## config.mk

```make
export PLATFORM = sky130hd
export DESIGN_NAME = mini_idea_block_cipher
export DESIGN_NICKNAME = d
export VERILOG_FILES = /design/src/rtl/core/mib_pkg.sv /design/src/rtl/core/mib_round_cell.sv /design/src/rtl/core/mib_key_layer.sv /design/src/rtl/core/mini_idea_block_cipher.sv
export SDC_FILE = /design/constraint.sdc
export NUM_CORES = 1
export LEC_CHECK = 0
export BUFFER_PORTS_ARGS = -buffer_cell sky130_fd_sc_hd__buf_4
export CAP_MARGIN = 20
export CORE_MARGIN = 10
export CORE_UTILIZATION = 35
export DETAILED_ROUTE_END_ITERATION = 10
export GPL_TIMING_DRIVEN = 0
export PLACE_DENSITY = 0.61
export SYNTH_ARGS = -nofsm -noshare
export SYNTH_HDL_FRONTEND = slang
export SYNTH_HIERARCHICAL = 1
export SYNTH_SLANG_ARGS = --single-unit
```

## constraint.sdc

```tcl
create_clock -name aclk -period 28.8 [get_ports aclk]
set_input_delay 2.88 -clock aclk [delete_from_list [all_inputs] [get_ports aclk]]
set_output_delay 2.88 -clock aclk [all_outputs]
set_load 0.02 [all_outputs]
```

## src/rtl/core/mib_pkg.sv

```systemverilog
// Shared types, constants and subkey functions for the mini IDEA block cipher.
package mib_pkg;

    localparam int NUM_ROUNDS     = 4;
    localparam int KEYS_PER_ROUND = 6;
    localparam int NUM_SUBKEYS    = 28;
    localparam int KEY_W          = 32;
    localparam int BLOCK_W        = 16;
    localparam int ROT_AMOUNT     = 6;

    localparam logic CMD_ENCRYPT = 1'b0;
    localparam logic CMD_DECRYPT = 1'b1;

    localparam logic [3:0] MUL_INV [16] = '{
        4'd0, 4'd1, 4'd9, 4'd6, 4'd13, 4'd7, 4'd3, 4'd5,
        4'd15, 4'd2, 4'd12, 4'd14, 4'd10, 4'd4, 4'd11, 4'd8
    };

    typedef logic [3:0] nibble_t;
    typedef logic [NUM_SUBKEYS-1:0][3:0] subkeys_t;

    typedef struct packed {
        nibble_t k0;
        nibble_t k1;
        nibble_t k2;
        nibble_t k3;
        nibble_t k4;
        nibble_t k5;
    } round_key_t;

    typedef struct packed {
        nibble_t k0;
        nibble_t k1;
        nibble_t k2;
        nibble_t k3;
    } layer_key_t;

    typedef struct packed {
        logic                 valid;
        logic                 command;
        logic [BLOCK_W-1:0]   blk;
    } cell_tok_t;

    // Multiply modulo 17, zero standing for 16; uses 16 == -1 (mod 17).
    function automatic nibble_t mul17(nibble_t a, nibble_t b);
        logic [4:0] x;
        logic [4:0] y;
        logic [8:0] p;
        logic [3:0] lo;
        logic [4:0] hi;
        logic [5:0] d;
        x  = (a == 4'd0) ? 5'd16 : {1'b0, a};
        y  = (b == 4'd0) ? 5'd16 : {1'b0, b};
        p  = 9'(x * y);
        lo = p[3:0];
        hi = p[8:4];
        if ({1'b0, lo} >= hi) begin
            d = {2'b00, lo} - {1'b0, hi};
        end else begin
            d = {2'b00, lo} + 6'd17 - {1'b0, hi};
        end
        return (d == 6'd16) ? 4'd0 : d[3:0];
    endfunction

    function automatic nibble_t add16(nibble_t a, nibble_t b);
        return a + b;
    endfunction

    function automatic subkeys_t make_enc_keys(logic [KEY_W-1:0] key);
        logic [KEY_W-1:0] k;
        subkeys_t         sk;
        k  = key;
        sk = '0;
        for (int w = 0; w < 4; w++) begin
            for (int n = 0; n < 8; n++) begin
                if (w * 8 + n < NUM_SUBKEYS) begin
                    sk[w * 8 + n] = k[KEY_W - 1 - 4 * n -: 4];
                end
            end
            k = {k[KEY_W-ROT_AMOUNT-1:0], k[KEY_W-1:KEY_W-ROT_AMOUNT]};
        end
        return sk;
    endfunction

    function automatic subkeys_t make_dec_keys(subkeys_t ek);
        subkeys_t dk;
        int       src;
        dk = '0;
        for (int i = 0; i < 5; i++) begin
            src = (4 - i) * 6;
            dk[i * 6 + 0] = MUL_INV[ek[src + 0]];
            dk[i * 6 + 1] = 4'd0 - ek[src + 1];
            dk[i * 6 + 2] = 4'd0 - ek[src + 2];
            dk[i * 6 + 3] = MUL_INV[ek[src + 3]];
            if (i < 4) begin
                dk[i * 6 + 4] = ek[(3 - i) * 6 + 4];
                dk[i * 6 + 5] = ek[(3 - i) * 6 + 5];
            end
        end
        return dk;
    endfunction

endpackage

```

## src/rtl/core/mib_round_cell.sv

```systemverilog
// One cipher round cell: registered stage with its own valid and backpressure.
module mib_round_cell (
    input  logic                   aclk,
    input  logic                   aresetn,
    input  mib_pkg::cell_tok_t     tok_in,
    output logic                   ready_out,
    output mib_pkg::cell_tok_t     tok_out,
    input  logic                   ready_in,
    input  mib_pkg::round_key_t    enc_key,
    input  mib_pkg::round_key_t    dec_key
);

    mib_pkg::round_key_t             key;
    mib_pkg::nibble_t                a, b, c, d, p, q, t;
    logic [mib_pkg::BLOCK_W-1:0]     blk_next;
    logic [mib_pkg::BLOCK_W-1:0]     blk_reg;
    logic                            command_reg;
    logic                            valid_reg;
    logic                            valid_next;
    logic                            load;

    assign ready_out = !valid_reg || ready_in;
    assign load      = ready_out && tok_in.valid;

    always_comb begin
        key = (tok_in.command == mib_pkg::CMD_DECRYPT) ? dec_key : enc_key;
        a   = mib_pkg::mul17(tok_in.blk[15:12], key.k0);
        b   = mib_pkg::add16(tok_in.blk[11:8], key.k1);
        c   = mib_pkg::add16(tok_in.blk[7:4], key.k2);
        d   = mib_pkg::mul17(tok_in.blk[3:0], key.k3);
        p   = mib_pkg::mul17(a ^ c, key.k4);
        q   = mib_pkg::mul17(mib_pkg::add16(b ^ d, p), key.k5);
        t   = mib_pkg::add16(p, q);
        blk_next   = {a ^ q, b ^ t, c ^ q, d ^ t};
        valid_next = ready_out ? tok_in.valid : valid_reg;
    end

    always_ff @(posedge aclk) begin
        if (!aresetn) begin
            valid_reg <= 1'b0;
        end else begin
            valid_reg <= valid_next;
        end
    end

    always_ff @(posedge aclk) begin
        if (load) begin
            blk_reg     <= blk_next;
            command_reg <= tok_in.command;
        end
    end

    assign tok_out = '{valid: valid_reg, command: command_reg, blk: blk_reg};

endmodule

```

## src/rtl/core/mib_key_layer.sv

```systemverilog
// Final key layer cell; its register is the result register.
module mib_key_layer (
    input  logic                          aclk,
    input  logic                          aresetn,
    input  mib_pkg::cell_tok_t            tok_in,
    output logic                          ready_out,
    output logic                          out_valid,
    output logic [mib_pkg::BLOCK_W-1:0]   out_block,
    input  logic                          ready_in,
    input  mib_pkg::layer_key_t           enc_key,
    input  mib_pkg::layer_key_t           dec_key
);

    mib_pkg::layer_key_t             key;
    logic [mib_pkg::BLOCK_W-1:0]     blk_next;
    logic [mib_pkg::BLOCK_W-1:0]     blk_reg;
    logic                            valid_reg;
    logic                            valid_next;

    assign ready_out = !valid_reg || ready_in;

    always_comb begin
        key = (tok_in.command == mib_pkg::CMD_DECRYPT) ? dec_key : enc_key;
        blk_next = {mib_pkg::mul17(tok_in.blk[15:12], key.k0),
                    mib_pkg::add16(tok_in.blk[11:8], key.k1),
                    mib_pkg::add16(tok_in.blk[7:4], key.k2),
                    mib_pkg::mul17(tok_in.blk[3:0], key.k3)};
        valid_next = ready_out ? tok_in.valid : valid_reg;
    end

    always_ff @(posedge aclk) begin
        if (!aresetn) begin
            valid_reg <= 1'b0;
        end else begin
            valid_reg <= valid_next;
        end
    end

    always_ff @(posedge aclk) begin
        if (ready_out && tok_in.valid) begin
            blk_reg <= blk_next;
        end
    end

    assign out_valid = valid_reg;
    assign out_block = blk_reg;

endmodule

```

## src/rtl/core/mini_idea_block_cipher.sv

```systemverilog
// Top level of the mini IDEA block cipher: key register and chain of round cells.
//
//   channel   direction  handshake              payload
//   cfg       in         cfg_valid / cfg_ready  cfg_data[31:0] (cipher_key)
//   s         in         s_valid / s_ready      s_command, s_block_in[15:0]
//   m         out        m_valid / m_ready      m_block_out[15:0]
//
// An input transfer passes through four round cells and the key layer before its earliest
// output transfer; m_valid rises once the block is registered in the key layer.
// One block per cycle is accepted while the chain is moving; each cell stalls only when
// it holds data and its neighbor is full. Subkeys follow the key register combinationally.
// Synchronous active-low reset clears all valid bits and the key; cfg_ready stays high.
module mini_idea_block_cipher (
    input  logic                          aclk,
    input  logic                          aresetn,
    input  logic                          cfg_valid,
    output logic                          cfg_ready,
    input  logic [mib_pkg::KEY_W-1:0]     cfg_data,
    input  logic                          s_valid,
    output logic                          s_ready,
    input  logic                          s_command,
    input  logic [mib_pkg::BLOCK_W-1:0]   s_block_in,
    output logic                          m_valid,
    input  logic                          m_ready,
    output logic [mib_pkg::BLOCK_W-1:0]   m_block_out
);

    logic [mib_pkg::KEY_W-1:0]   key_reg;
    mib_pkg::subkeys_t           enc_keys;
    mib_pkg::subkeys_t           dec_keys;
    mib_pkg::cell_tok_t          tok [mib_pkg::NUM_ROUNDS+1];
    logic                        rdy [mib_pkg::NUM_ROUNDS+1];

    assign cfg_ready = 1'b1;

    always_ff @(posedge aclk) begin
        if (!aresetn) begin
            key_reg <= '0;
        end else if (cfg_valid) begin
            key_reg <= cfg_data;
        end
    end

    assign enc_keys = mib_pkg::make_enc_keys(key_reg);
    assign dec_keys = mib_pkg::make_dec_keys(enc_keys);

    assign tok[0]  = '{valid: s_valid, command: s_command, blk: s_block_in};
    assign s_ready = rdy[0];

    for (genvar r = 0; r < mib_pkg::NUM_ROUNDS; r++) begin : g_round
        localparam int B = r * mib_pkg::KEYS_PER_ROUND;
        mib_round_cell u_cell (
            .aclk      (aclk),
            .aresetn   (aresetn),
            .tok_in    (tok[r]),
            .ready_out (rdy[r]),
            .tok_out   (tok[r+1]),
            .ready_in  (rdy[r+1]),
            .enc_key   ({enc_keys[B], enc_keys[B+1], enc_keys[B+2],
                         enc_keys[B+3], enc_keys[B+4], enc_keys[B+5]}),
            .dec_key   ({dec_keys[B], dec_keys[B+1], dec_keys[B+2],
                         dec_keys[B+3], dec_keys[B+4], dec_keys[B+5]})
        );
    end

    localparam int LB = mib_pkg::NUM_ROUNDS * mib_pkg::KEYS_PER_ROUND;

    mib_key_layer u_layer (
        .aclk      (aclk),
        .aresetn   (aresetn),
        .tok_in    (tok[mib_pkg::NUM_ROUNDS]),
        .ready_out (rdy[mib_pkg::NUM_ROUNDS]),
        .out_valid (m_valid),
        .out_block (m_block_out),
        .ready_in  (m_ready),
        .enc_key   ({enc_keys[LB], enc_keys[LB+1], enc_keys[LB+2], enc_keys[LB+3]}),
        .dec_key   ({dec_keys[LB], dec_keys[LB+1], dec_keys[LB+2], dec_keys[LB+3]})
    );

    a_full_chain: assert property (@(posedge aclk) disable iff (!aresetn)
        !s_ready |-> m_valid && !m_ready)
        else $error("input stalled while output side can move");

    a_cell_advance: assert property (@(posedge aclk) disable iff (!aresetn)
        tok[0].valid && rdy[0] |=> tok[1].valid)
        else $error("transfer into first cell lost");

    a_reset_clear: assert property (@(posedge aclk)
        !aresetn |=> !m_valid && s_ready)
        else $error("chain not empty after reset");

endmodule
```

# Yosys cells after proc, flatten, opt, wreduce, memory -nomap -nowiden
# Memory sizes are Yosys's and may differ from the RTL's.
# Index checks and enable logic that the tools add are counted.
[word_totals]
register_bits = 121
latchBits = 0
mem_bits_rw = 0
romBits = 576
input_bits = 54
out_inout_bits = 19
wordCells = 346
n_memories = 9
[memory_table]
columns = ["memory", "words", "word_bits", "rd", "rd_clocked_by_memory_dff", "wr", "line_no", "rtl"]
rows = [
  ["(name not given)", 16, 4, 1, 0, 0, "mib_pkg.sv:94", "dk[i * 6 + 3] = MUL_INV[ek[src + 3]];"],
  ["(name not given)", 16, 4, 1, 0, 0, "mib_pkg.sv:91", "dk[i * 6 + 0] = MUL_INV[ek[src + 0]];"],
  ["(name not given)", 16, 4, 1, 0, 0, "mib_pkg.sv:94", ""],
  ["(name not given)", 16, 4, 1, 0, 0, "mib_pkg.sv:91", ""],
  ["(name not given)", 16, 4, 1, 0, 0, "mib_pkg.sv:94", ""],
  ["(name not given)", 16, 4, 1, 0, 0, "mib_pkg.sv:91", ""],
  ["3 more memories", "n/a", "n/a", "n/a", "n/a", "n/a", "n/a", ""],
]
[classes]
add_sub_neg = 80
mul = 18
div_mod_pow = 0
order_cmp = 27
eq_ne = 18
shifts = 0
mux = 93
bitwise = 33
reduce_logical = 51
[ops]
columns = ["cell", "n"]
rows = [
  ["$mux W5", 36],
  ["$mul A5 B5 Y9", 18],
  ["$logic_not A4 Y1", 36],
  ["$mux W4", 34],
  ["$add A4 B5 Y6 const B", 18],
  ["$eq A6 B5 Y1 const B", 18],
  ["$mux W6", 18],
  ["$sub A4 B5 Y6", 18],
  ["$sub A6 B5 Y6", 18],
  ["$mux W24", 4],
  ["$xor A4 B4 Y4", 24],
  ["$ge A4 B5 Y1", 18],
  ["$add A4 B4 Y4", 18],
  ["$ge A5 B5 Y1 const B", 9],
  ["$not A4 Y5", 9],
  ["$sub A1 B4 Y4 const A", 8],
  ["$mux W16", 1],
  ["$logic_and A1 B1 Y1", 5],
  ["$logic_not A1 Y1", 5],
  ["$logic_or A1 B1 Y1", 5],
]

# Logic depth before layout (Yosys ltp)
[logic_depth]
depth_word = 33
ltp_mapped = 73
depth_no_buf = 72

# Hierarchy
# The synthesis kept the hierarchy.
[by_module_without_submodules]
columns = ["mod", "instances", "cells_per_inst", "area_per_inst_um2", "seq_area_each_um2"]
rows = [
  ["mib_round_cell at g_round[3].u_cell", 1, 631, 5890.6, 530.5],
  ["mib_round_cell at g_round[0].u_cell", 1, 641, 5811.8, 530.5],
  ["mib_round_cell at g_round[2].u_cell", 1, 607, 5637.9, 530.5],
  ["mib_round_cell at g_round[1].u_cell", 1, 619, 5614.1, 530.5],
  ["mini_idea_block_cipher", 1, 367, 3195.6, 640.6],
  ["mib_key_layer", 1, 304, 3047.9, 500.5],
]

# Least setup slack after synthesis
# No wires, ideal clock.
[synth_path]
kind = "input port to flip-flop"
startpoint = "input s_command"
endpoint = "register g_round[0].u_cell/blk_reg[11] in the netlist's numbering (data pin)"
setup_ns = 0.263
arrival_ns = 17.675
required_time_ns = 28.537
slack_ns = 10.862
stages = 65
cell_sequence = "buf_6 mux2i_1 and4_4 nand2_1 fa_1 inv_1 fa_1 inv_1 fa_1 inv_1 ha_1 a21oi_1 o21bai_1 a21oi_1 xor2_1 ha_1 nand3b_1 a2111o_1 [29 not listed] ha_1 ha_1 inv_1 nor2_1 nor2_1 xnor2_1 ha_1 fa_1 a31o_2 nand2b_1 mux2_4 mux2i_2 ha_1 a21o_1 a21oi_1 xor2_1 xor2_1 xnor2_1"
[synth_via]
elab_chain_cells = 29
elab_cells_between_ends = 52
[synth_lines]
columns = ["item", "line_no", "rtl"]
rows = [
  ["start, declared", "mini_idea_block_cipher.sv:21", "input logic s_command,"],
  ["$mux W24 (*)", "mib_round_cell.sv:26", "key = (tok_in.command == mib_pkg::CMD_DECRYPT) ? dec_key : enc_key;"],
  ["$logic_not A4 Y1", "mib_pkg.sv:53", "y = (b == 4'd0) ? 5'd16 : {1'b0, b};"],
  ["$mux W5", "mib_pkg.sv:53", ""],
  ["$mul A5 B5 Y9", "mib_pkg.sv:54", "p = 9'(x * y);"],
  ["$add A4 B5 Y6", "mib_pkg.sv:60", "d = {2'b00, lo} + 6'd17 - {1'b0, hi};"],
  ["$sub A6 B5 Y6", "mib_pkg.sv:60", ""],
  ["$mux W6", "mib_pkg.sv:57", "if ({1'b0, lo} >= hi) begin"],
  ["$eq A6 B5 Y1", "mib_pkg.sv:62", "return (d == 6'd16) ? 4'd0 : d[3:0];"],
  ["[14 not listed]", "n/a", ""],
  ["$add A4 B5 Y6", "mib_pkg.sv:60", ""],
  ["$sub A6 B5 Y6", "mib_pkg.sv:60", ""],
  ["$mux W6", "mib_pkg.sv:57", ""],
  ["$eq A6 B5 Y1", "mib_pkg.sv:62", ""],
  ["$mux W4", "mib_pkg.sv:62", ""],
  ["$add A4 B4 Y4", "mib_pkg.sv:66", "return a + b;"],
  ["$xor A4 B4 Y4 (*)", "mib_round_cell.sv:34", "blk_next = {a ^ q, b ^ t, c ^ q, d ^ t};"],
  ["net g_round[0].u_cell.blk_next (one bit)", "mib_round_cell.sv:15", "logic [mib_pkg::BLOCK_W-1:0] blk_next;"],
  ["end signal, assigned", "mib_round_cell.sv:48", "blk_reg <= blk_next;"],
  ["end, declared", "mib_round_cell.sv:16", "logic [mib_pkg::BLOCK_W-1:0] blk_reg;"],
]
# The timed path passes the listed nets; every way through them passes the cells marked *.
# A chain may end at the register's enable or synchronous reset.

# Worst setup path after layout
[layout_path]
startpoint = "input s_command"
endpoint = "register g_round[0].u_cell/blk_reg[3] in the netlist's numbering (data pin)"
# The elaborated chain is that of the path after synthesis.

==> flow_summary_export.csv <==
group,metric,value,unit
run_status,status,"finished, final reports clean",
synthesis,synth.top_cells.by_area,"ha_1, fa_1, edfxtp_1, xnor2_1, inv_1",
timing,skew,0.0141,ns
route,viasPerCell,4.88,
layout,drive_gt1_frac,0.0954,
synthesis,synthCells,3169,
setup_path,r2r_end,"g_round[0].u_cell/blk_reg[3]",
grt,grt_pass1_vias,21500,
route,drc,0,
layout,largest_reg_flops,64,
clock_network,insertion_delay,0.46,ns
synthesis,synth_fp_nets,3979,
synthesis,ys.flop_type,"edfxtp_1",
synthesis,synth_cell_types,101,
placement,dp.final_hpwl,59300,µm
clock_network,clockBufferDepth,2,
layout,area_growth,8.47,%
setup_path,worstReg2RegStart,"key_reg[11]",
synthesis,yosys_warnings,6,
route,ant_nets,0,
timing,period_share,0.681,
layout,nFillCells,8221,
timing,post-route-min-period,19.62,ns
setup_path,arrival,19.82,ns
timing,fmax,0.0510,GHz
grt,gr-total-overflow,0,
synthesis,ys_seq_area_frac,0.112,
clock_network,clockRootBuffer,"clkbuf_16",
synthesis,ys_ff_latch,121,
synthesis,synth_area_per_cell,9.21,µm²
grt,grt_pass1_wl,114000,µm
synthesis,synth_top_area_share,0.236,
min_path,whs_path_depth,1,
grt,antenna_found_initial,2,
timing,fin_setup_tns,0,ns
setup_path,rr_worst_depth,65,
synthesis,synth_common_cells,"ha_1, inv_1, xnor2_1",
route,initialDrtViolationCount,999,
min_path,hold_end,"g_round[1].u_cell/command_reg",
die,initial_core_util,0.354,
clock_network,clk_pin_slew,0.07,ns
setup_path,crit_path_start_kind,"input port",
setup_path,rrSetupSlack,10.11,ns
route,drt_pre_antenna_iters,5,
die,dieArea,95400,µm²
setup_path,critPathKind,"in2reg",
placement,gp_congestion,0.923,
timing,slew_viol_final,0,
die,ios,73,
timing,worst_pin_slew,1.08,ns
clock_network,cts_resized,0,
clock_network,cts_buffers,17,
die,die_h,309,µm
timing,max-slew-margin-rel,0.278,
die,core-area,82400,µm²
setup_path,critPathCaptureType,"flip-flop",
synthesis,synth_top_cell_by_area,"ha_1",
run,maxCapViolations,0,
die,die_x,309,µm
route,routed_wl,70000,µm
setup_path,crit_top_cell,"fa_1",
timing,hold_viol_final,0,
die,row_count,105,
clock_network,post_cts_buffers,0,
clock_network,tritoncts,"built",
min_path,hp-start,"g_round[0].u_cell/command_reg",
setup_path,slowest_stage,"mux2i_1",
route,vias,21200,
layout,antenna_cells,0,
clock_network,htree_levels,4,
layout,layout.nets,4069,
clock_network,cts.sink_count,121,
route,wire_per_inst,16.1,µm
synthesis,synth_most_common_cell,"ha_1",
setup_path,required,29.00,ns
grt,track_usage,0.149,
setup_path,path_max_fanout,8,
placement,io_buffer_count,70,
synthesis,synth_edf_count,84,
synthesis,async_flop_share,0,
grt,grt_max_degree,18,
timing,rsz0062_at_grt,"no",
min_path,hold_path.class,"reg2reg",
timing,finalSetupViolations,0,
setup_path,critPathMaxStageDelay,0.65,ns
clock_network,holdBufCountCts,0,
synthesis,syn_area,29200,µm²
## area by class of cell
type	instances	area, µm²	area share
buffer	56	370	0.0117
clock buffer	17	425	0.0134
clock inverter	15	156	0.00494
inverter	476	1790	0.0566
multi-input combinational	2516	23800	0.751
sequential	121	3260	0.103
tap	1070	1340	0.0423
timing repair buffer	71	553	0.0175
## worst max-delay path: cells and delay by family
| kind | cells | cell delay (ns) |
|---|---|---|
| adder cells (fa/ha/maj) | 18 | 7.78 |
| buffers and inverters | 11 | 0.94 |
| multiplexers | 4 | 1.78 |
| XOR/XNOR | 8 | 2.14 |
| AND/OR/NAND/NOR | 10 | 2.05 |
| AO/OA/AOI/OAI | 11 | 2.21 |
## metal layers
metal / vias to the layer above / track usage / part of all wire
met4: 2 / 0.0371 / 0.021
met3: 68 / 0.0168 / 0.044
met5: - / 0 / 0.00019
met1: 10100 / 0.201 / 0.48
met2: 345 / 0.250 / 0.46
li1: 10700 / - / -
## logic make-up after synthesis
group | after synthesis | share of synthesized area
simple gates | 783 | 0.148
flops | 121 | 0.112
fa+ha+maj | 761 | 0.379
buf+inv | 532 | 0.0740
xor+xnor | 389 | 0.123
other cells | 1 | 0.000128
compound gates | 381 | 0.0858
mux | 201 | 0.0783
## cell usage in the layout, fill, tap and decap left out, types with 18 or more instances in the layout
master / synthesis / routed
nor2_1: 163 / 163
nand2_1: 147 / 147
o21ai_0: 45 / 45
o21bai_1: 33 / 33
and2b_1: 21 / 21
buf_4: 12 / 82
edfxtp_1: 84 / 84
xor2_1: 139 / 139
nor2b_1: 123 / 123
or2_2: 39 / 39
nand2b_1: 73 / 73
ha_1: 550 / 550
mux2_2: 35 / 35
mux2i_2: 18 / 18
a21oi_1: 132 / 132
dfxtp_1: 37 / 37
a21o_1: 59 / 59
and2_1: 81 / 81
fa_1: 206 / 206
mux2i_1: 126 / 126
xnor2_1: 233 / 233
nor3_1: 25 / 25
inv_1: 471 / 471
## worst max path at each step
stage	start	endpoint	slack [ns]	cells past startpoint
finish	s_command	g_round[0].u_cell/blk_reg[3]	9.18	62
detailed placement	s_command	g_round[0].u_cell/blk_reg[11]	8.75	65
global placement	s_command	g_round[0].u_cell/blk_reg[11]	8.77	65
CTS	s_command	g_round[0].u_cell/blk_reg[3]	9.20	64
floorplan	s_command	g_round[0].u_cell/blk_reg[11]	10.86	65
global route	s_command	g_round[0].u_cell/blk_reg[11]	8.03	65
## metrics by stage
| step | cell area, µm² | instances | setup slack (ns) | utilization | hold slack (ns) |
|---|---|---|---|---|---|
| floorplan | 29200 | 3169 | 10.86 | - | 0.486 |
| global placement | 31100 | 4309 | 8.77 | 0.377 | 0.507 |
| detailed placement | 31100 | 4309 | 8.75 | 0.377 | 0.514 |
| CTS | 31600 | 4341 | 9.20 | 0.384 | 0.529 |
| global route | 31700 | 4342 | 8.03 | 0.384 | 0.547 |
| finish | 31700 | 4342 | 9.18 | 0.384 | 0.529 |
Power is not shown: default switching activity piles up to over one toggle a cycle in this logic, so the estimate is an artifact.
